===== config.mk =====
export PLATFORM = sky130hd
export DESIGN_NAME = serial_command_keyword_matcher
export DESIGN_NICKNAME = d
export VERILOG_FILES = /design/src/rtl/skm_pkg.sv /design/src/rtl/skm_line_tracker.sv /design/src/rtl/serial_command_keyword_matcher.sv
export SDC_FILE = /design/constraint.sdc
export NUM_CORES = 1
export LEC_CHECK = 0
export BUFFER_PORTS_ARGS = -buffer_cell sky130_fd_sc_hd__buf_2
export CORE_ASPECT_RATIO = 0.8
export CORE_UTILIZATION = 45
export DETAILED_ROUTE_END_ITERATION = 8
export GPL_ROUTABILITY_DRIVEN = 0
export PLACE_DENSITY_LB_ADDON = 0.05
export SLEW_MARGIN = 20
export SYNTH_ARGS = -nofsm -noshare
export SYNTH_HDL_FRONTEND = slang
export SYNTH_SLANG_ARGS = --single-unit

===== constraint.sdc =====
create_clock -name clk -period 5.29 [get_ports clk]
set_clock_uncertainty 0.2 [all_clocks]
set_input_delay 1.058 -clock clk [delete_from_list [all_inputs] [get_ports clk]]
set_output_delay 1.058 -clock clk [all_outputs]
set_load 0.005 [all_outputs]

===== src/rtl/skm_pkg.sv =====
// package for the serial command keyword matcher: keyword table, codes and types
`timescale 1ns / 1ps

package skm_pkg;

    localparam int KW_COUNT      = 8;
    localparam int KW_SLOTS      = 24;
    localparam int KW_IDX_W      = 3;
    localparam int KW_LEN_W      = 5;
    localparam int LINE_LEN_W    = 8;
    localparam int LINE_CAP_DEF  = 128;

    localparam logic [7:0] CHAR_CR         = 8'h0D;
    localparam logic [7:0] CHAR_HYPHEN     = 8'h2D;
    localparam logic [7:0] CHAR_UNDERSCORE = 8'h5F;
    localparam logic [7:0] CHAR_BACKSLASH  = 8'h5C;
    localparam logic [7:0] CHAR_DIGIT_LO   = 8'h30;
    localparam logic [7:0] CHAR_DIGIT_HI   = 8'h39;
    localparam logic [7:0] CHAR_UPPER_LO   = 8'h41;
    localparam logic [7:0] CHAR_UPPER_HI   = 8'h5A;
    localparam logic [7:0] CHAR_LOWER_LO   = 8'h61;
    localparam logic [7:0] CHAR_LOWER_HI   = 8'h7A;

    typedef enum logic [1:0] {
        STATUS_MATCH    = 2'd0,
        STATUS_NO_MATCH = 2'd1,
        STATUS_OVERFLOW = 2'd2
    } line_status_t;

    typedef enum logic [KW_IDX_W-1:0] {
        CMD_ARM_ENABLE   = 3'd0,
        CMD_ARM_DISABLE  = 3'd1,
        CMD_3V3_ENABLE   = 3'd2,
        CMD_3V3_DISABLE  = 3'd3,
        CMD_5V_ENABLE    = 3'd4,
        CMD_5V_DISABLE   = 3'd5,
        CMD_VBAT_ENABLE  = 3'd6,
        CMD_VBAT_DISABLE = 3'd7
    } command_t;

    typedef struct packed {
        logic                valid;
        line_status_t        status;
        logic [KW_IDX_W-1:0] index;
    } skm_result_t;

    // keyword text, right-justified, last character in the low byte
    function automatic logic [KW_SLOTS*8-1:0] kw_text(input command_t k);
        logic [KW_SLOTS*8-1:0] t;
        unique case (k)
            CMD_ARM_ENABLE:   t = "\\arm-enable";
            CMD_ARM_DISABLE:  t = "\\arm-disable";
            CMD_3V3_ENABLE:   t = "\\voltage-3v3-enable";
            CMD_3V3_DISABLE:  t = "\\voltage-3v3-disable";
            CMD_5V_ENABLE:    t = "\\voltage-5v-enable";
            CMD_5V_DISABLE:   t = "\\voltage-5v-disable";
            CMD_VBAT_ENABLE:  t = "\\voltage-vbat-enable";
            CMD_VBAT_DISABLE: t = "\\voltage-vbat-disable";
            default:          t = '0;
        endcase
        return t;
    endfunction

    function automatic logic [KW_LEN_W-1:0] kw_len(input command_t k);
        logic [KW_LEN_W-1:0] n;
        unique case (k)
            CMD_ARM_ENABLE:   n = 5'd11;
            CMD_ARM_DISABLE:  n = 5'd12;
            CMD_3V3_ENABLE:   n = 5'd19;
            CMD_3V3_DISABLE:  n = 5'd20;
            CMD_5V_ENABLE:    n = 5'd18;
            CMD_5V_DISABLE:   n = 5'd19;
            CMD_VBAT_ENABLE:  n = 5'd20;
            CMD_VBAT_DISABLE: n = 5'd21;
            default:          n = '0;
        endcase
        return n;
    endfunction

    function automatic logic is_line_char(input logic [7:0] c);
        return (c >= CHAR_DIGIT_LO && c <= CHAR_DIGIT_HI) ||
               (c >= CHAR_UPPER_LO && c <= CHAR_UPPER_HI) ||
               (c >= CHAR_LOWER_LO && c <= CHAR_LOWER_HI) ||
               c == CHAR_HYPHEN || c == CHAR_UNDERSCORE || c == CHAR_BACKSLASH;
    endfunction

endpackage


===== src/rtl/skm_line_tracker.sv =====
// line state and per-keyword character compare for one received byte
`timescale 1ns / 1ps

module skm_line_tracker
    import skm_pkg::*;
#(
    parameter int LINE_CAPACITY = LINE_CAP_DEF
)
(
    input  logic        clk,
    input  logic        rst_n,
    input  logic        advance,
    input  logic [7:0]  rx_char,
    output skm_result_t result
);

    logic [LINE_LEN_W-1:0] line_length_reg;
    logic [LINE_LEN_W-1:0] line_length_next;
    logic [KW_COUNT-1:0]   cand_mask_reg;
    logic [KW_COUNT-1:0]   cand_mask_next;

    logic                  line_full;
    logic [KW_COUNT-1:0]   char_hit;
    logic [KW_COUNT-1:0]   len_hit;

    assign line_full = line_length_reg >= LINE_LEN_W'(LINE_CAPACITY);

    // per keyword: does this character fit at the current position, and does the length match
    always_comb
    begin
        logic [KW_SLOTS*8-1:0] text;
        logic [KW_LEN_W-1:0]   klen;
        logic [LINE_LEN_W-1:0] offset;
        for (int k = 0; k < KW_COUNT; k++)
        begin
            text   = kw_text(command_t'(k));
            klen   = kw_len(command_t'(k));
            offset = LINE_LEN_W'(klen) - LINE_LEN_W'(1) - line_length_reg;
            char_hit[k] = (line_length_reg < LINE_LEN_W'(klen)) &&
                          (text[{offset[KW_LEN_W-1:0], 3'b000} +: 8] == rx_char);
            len_hit[k]  = (LINE_LEN_W'(klen) == line_length_reg);
        end
    end

    always_comb
    begin
        line_length_next = line_length_reg;
        cand_mask_next   = cand_mask_reg;
        result.valid     = 1'b0;
        result.status    = STATUS_NO_MATCH;
        result.index     = '0;
        if (rx_char == CHAR_CR)
        begin
            result.valid     = 1'b1;
            line_length_next = '0;
            cand_mask_next   = '1;
            if (line_full)
            begin
                result.status = STATUS_OVERFLOW;
            end
            else
            begin
                for (int k = KW_COUNT - 1; k >= 0; k--)
                begin
                    if (cand_mask_reg[k] && len_hit[k])
                    begin
                        result.status = STATUS_MATCH;
                        result.index  = KW_IDX_W'(k);
                    end
                end
            end
        end
        else if (is_line_char(rx_char))
        begin
            if (line_full)
            begin
                line_length_next = '0;
                cand_mask_next   = '1;
            end
            else
            begin
                line_length_next = line_length_reg + LINE_LEN_W'(1);
                cand_mask_next   = cand_mask_reg & char_hit;
            end
        end
    end

    always_ff @(posedge clk or negedge rst_n)
    begin
        if (!rst_n)
        begin
            line_length_reg <= '0;
            cand_mask_reg   <= '1;
        end
        else if (advance)
        begin
            line_length_reg <= line_length_next;
            cand_mask_reg   <= cand_mask_next;
        end
    end

endmodule


===== src/rtl/serial_command_keyword_matcher.sv =====
// top level: input register, line tracker and registered result
//
// usage: raw received bytes enter on rx_byte with rx_valid / rx_ready; a result
// leaves on line_status / command_index with result_valid / result_ready.
// only a carriage return yields a result: status 0 with the command index on
// a keyword match, 1 for no match (also an empty line), 2 when the line held
// LINE_CAPACITY characters and was discarded. bytes other than digits,
// letters, hyphen, underscore and backslash are dropped without a result.
// a byte is accepted in every cycle unless rx_ready is low; it passes through
// the input register, and its result, if any, is then loaded into the result
// register when the tracker stage fires.
// throughput is one item per cycle while no carriage return waits on a full
// result register, set by the input register feeding the tracker state update.
// when result_ready is low with a result waiting, the input register keeps
// taking bytes that give no result; a carriage return waits there and
// rx_ready drops until the result register frees up.
// reset clears the line: length zero, every keyword still possible, both
// registers empty.
`timescale 1ns / 1ps

module serial_command_keyword_matcher
    import skm_pkg::*;
#(
    parameter int LINE_CAPACITY = LINE_CAP_DEF
)
(
    input  logic                clk,
    input  logic                rst_n,
    input  logic                rx_valid,
    output logic                rx_ready,
    input  logic [7:0]          rx_byte,
    output logic                result_valid,
    input  logic                result_ready,
    output logic [1:0]          line_status,
    output logic [KW_IDX_W-1:0] command_index
);

    logic                in_valid_reg;
    logic [7:0]          in_byte_reg;
    logic                out_valid_reg;
    line_status_t        out_status_reg;
    logic [KW_IDX_W-1:0] out_index_reg;

    skm_result_t         res;
    logic                out_free;
    logic                stage_fire;

    skm_line_tracker #(
        .LINE_CAPACITY (LINE_CAPACITY)
    ) u_tracker (
        .clk     (clk),
        .rst_n   (rst_n),
        .advance (stage_fire),
        .rx_char (in_byte_reg),
        .result  (res)
    );

    assign out_free   = !out_valid_reg || result_ready;
    assign stage_fire = in_valid_reg && (!res.valid || out_free);
    assign rx_ready   = !in_valid_reg || stage_fire;

    always_ff @(posedge clk or negedge rst_n)
    begin
        if (!rst_n)
        begin
            in_valid_reg <= 1'b0;
        end
        else if (rx_ready)
        begin
            in_valid_reg <= rx_valid;
        end
    end

    always_ff @(posedge clk)
    begin
        if (rx_ready && rx_valid)
        begin
            in_byte_reg <= rx_byte;
        end
    end

    always_ff @(posedge clk or negedge rst_n)
    begin
        if (!rst_n)
        begin
            out_valid_reg <= 1'b0;
        end
        else if (stage_fire && res.valid)
        begin
            out_valid_reg <= 1'b1;
        end
        else if (result_ready)
        begin
            out_valid_reg <= 1'b0;
        end
    end

    always_ff @(posedge clk)
    begin
        if (stage_fire && res.valid)
        begin
            out_status_reg <= res.status;
            out_index_reg  <= res.index;
        end
    end

    assign result_valid  = out_valid_reg;
    assign line_status   = out_status_reg;
    assign command_index = out_index_reg;

endmodule


==> flow_summary.ini <==
[sta]
rsz0062_at_grt = false
fin_crit_ns = 4.58
fin_crit_sh_pct = 86.6
tightestPinTransition_ns = 0.987
slew_headroom_pct = 34.0
setup_tns_ns = 0
fmax_mhz = 218
setup-violations-final = 0
slew_violations = 0
hold_violations = 0

[status]
status = complete, no violations

[pwr]
powerDensity_nw_per_um2 = 722
internal-power_w = 0.00154
p_leak_nw = 1.78
seqPwrFrac_pct = 11.4
ir_drop_mv = 0.287
p_sw_w = 0.00193
power.share.clock_pct = 9.8
power_frac_comb_pct = 78.8
switching_share_pct = 55.7

[critical_path]
path_max_fanout = 18
worstPathRequired_ns = 5.31
cp_num_buf_inv = 2
worstSetupEndpointType = register
cp_slowest_stage_delay_ns = 0.82
r2r_cells = 10
cp.depth = 10
cp-start-kind = register
cp_top_family = simple AND/OR/NAND/NOR gates
slowest_stage = ha_1
crit_chain = inv_1, ha_1, inv_1, nor2_1, a31oi_1, a31oi_1, mux2_1, or4_1, a2111oi_2, o22a_1
critical_path_class = reg -> reg
arrival_ns = 4.60

[place]
place_inst = 730
port_buffers = 18
hpwl_um = 10700
dpl_cell_area_um2 = 4640

[floorplanning]
start_util_pct = 46.5
die_w_um = 114
ios = 19
core_area_um2 = 9650
die_area_um2 = 10400
row_count = 32
fp.dieH_um = 91.3

[route]
drc_errors = 0
vias_per_cell = 6.43
drt_pass1_iterations = 6
drtAntennaViolNets = 0
wl_per_cell_um = 20.9
routed_wl_um = 15400
drt_first_iter_violations = 504
dr_total_vias = 4749

[synth]
ys_async_sr_fraction_pct = 58.1
seq_area_frac_synth_pct = 19.0
synth_area_um2 = 4480
synthTopCellsByArea = edfxtp_1 (8.7%), ha_1 (8.1%), a21oi_1 (6.9%)
synth_flop_cell = edfxtp_1
yosys.area.top_type_share_pct = 8.71
synth_cells = 612
synth-edff-count = 13
synthDistinctLibCells = 75
ys_warn_count = 0
syn_avg_cell_area_um2 = 7.33
yosysTopAreaCell = edfxtp_1
synth_nets = 653
yosys_register_bits = 31

[global_routing]
grt-busiest-layer = met1
grt_antenna_before_repair = 0
grt_pass1_vias = 4186
grt_pass1_wl_um = 23800
grt_util_met2_pct = 44.3
grt_overflow = 0
grt.met1_usage_pct = 45.1
grt_use_met3_pct = 5.01
grt_max_degree = 36
grt_usage_pct = 30.1

[cts]
cts.path.max_buffers = 2
cts_buffers = 5
cts.sinks = 31
postCtsSetupBuffers = 0
cts_tree = done
clkTransAtPathRegs_ns = 0.07
hold_buffers = 0
htree_levels = 2
clk_latency_ns = 0.29
cts_resized = 0
cts_root_buf = clkbuf_16

[final_layout]
diodes = 0
stdcell_count = 738
area_delta_synth_final_pct = 7.23
drive_gt1_share_pct = 10.8
postLayoutCellArea_um2 = 4810
nets = 642

[hold_path]
hp-class = reg -> reg
hold_depth = 2

[flow_run]
drv_cap = 0
path summary, 6_finish.rpt:
kind	from	slack [ns]	endpoint
max reg2reg	u_tracker.line_length_reg[0]	0.71	u_tracker.cand_mask_reg[2]
min in group asynchronous	rst_n	0.55	u_tracker.line_length_reg[2]
min reg2reg	u_tracker.cand_mask_reg[1]	0.33	u_tracker.cand_mask_reg[1]
max in group asynchronous	rst_n	3.95	u_tracker.cand_mask_reg[5]
min	u_tracker.cand_mask_reg[1]	0.33	u_tracker.cand_mask_reg[1]
max	u_tracker.line_length_reg[0]	0.71	u_tracker.cand_mask_reg[2]
logic make-up after synthesis:
group | share of synthesized area, %
buf+inv | 6.75
fa+ha+maj | 8.09
xor+xnor | 11.3
mux | 4.85
flops | 19.0
compound gates | 26.2
simple gates | 23.8
power groups by stage:
stage	clock network, W	logic, W	registers, W
CTS	0.000345	0.00266	0.000390
global placement	0	0.00266	0.000392
global route	0.000352	0.00298	0.000400
detailed placement	0	0.00264	0.000393
finish	0.000342	0.00274	0.000395
floorplan	0	0.00212	0.000356
per-layer routing:
layer	wire length, um	vias up
li1	-	2206
met1	6900	2227
met2	6480	290
met3	1720	26
met4	285	0
met5	0	-
cells in the mapped netlist, drive strengths merged (3+ instances only):
cell type and instances:
ha 29, a211oi 6, and3 6, clkinv 4
o211ai 4, nor2b 14, nand3 17, a21oi 62
o32ai 4, xor2 22, nor4 6, dfstp 8
o22ai 7, or3 4, a2111oi 4, nand2b 8
and2 6, inv 16, mux2 4, nand4 13
xnor2 35, edfxtp 13, or4 5, nor2 49
dfrtp 10, nor3 21, a22oi 3, buf 14
clkbuf 38, nor3b 3, a31oi 14, nand2 49
mux2i 15, o21ai 56
layout by cell type, fill, tap and decap left out, types with 3 or more instances in the layout:
master      n
a21oi_1    62
o21ai_0    56
nor2_1     49
nand2_1    49
xnor2_1    34
ha_1       29
nor3_1     21
xor2_1     21
buf_2      18
nand3_1    17
buf_4      16
inv_1      15
mux2i_1    15
nor2b_1    14
a31oi_1    14
nand4_1    13
edfxtp_1   13
dfrtp_1    10
nand2b_1    8
dfstp_2     8
o22ai_1     7
and2_1      6
nor4_1      6
and3_1      6
clkinv_1    5
a211oi_1    5
clkbuf_16   5
or4_1       4
o211ai_1    4
or3_1       4
o32ai_1     4
nor3b_1     3
a2111oi_0   3
mux2_2      3
a22oi_1     3
stage by stage:
stage / total power, W / hold WS (ns) / setup WS [ns] / utilization, %
6_report: 0.00347 / 0.332 / 0.707 / 49.8
2_1_floorplan: 0.00247 / 0.274 / 1.31 / -
5_1_grt: 0.00373 / 0.350 / 0.517 / 49.8
4_1_cts: 0.00339 / 0.328 / 0.854 / 49.8
3_5_place_dp: 0.00304 / 0.314 / 0.893 / 48.1
3_3_place_gp: 0.00305 / 0.311 / 1.04 / 48.1
final cells by class:
| type | instances | area (um^2) |
|---|---|---|
| fillers | 943 | 4840 |
| repair buffers | 34 | 210 |
| well taps | 136 | 170 |
| clock buffers | 5 | 125 |
| multi-input cells | 509 | 3340 |
| flip-flops and latches | 31 | 851 |
| clock inverters | 3 | 38.8 |
| inverters | 20 | 75.1 |
worst reg2reg max path, cell delays in order (launching register included):
cell       delay [ns]
dfrtp_1          0.71
inv_1            0.34
ha_1             0.82
inv_1            0.32
nor2_1           0.36
a31oi_1          0.18
a31oi_1          0.25
mux2_1           0.35
or4_1            0.54
a2111oi_2        0.30
o22a_1           0.17
Power figures use the tool's default switching activity.
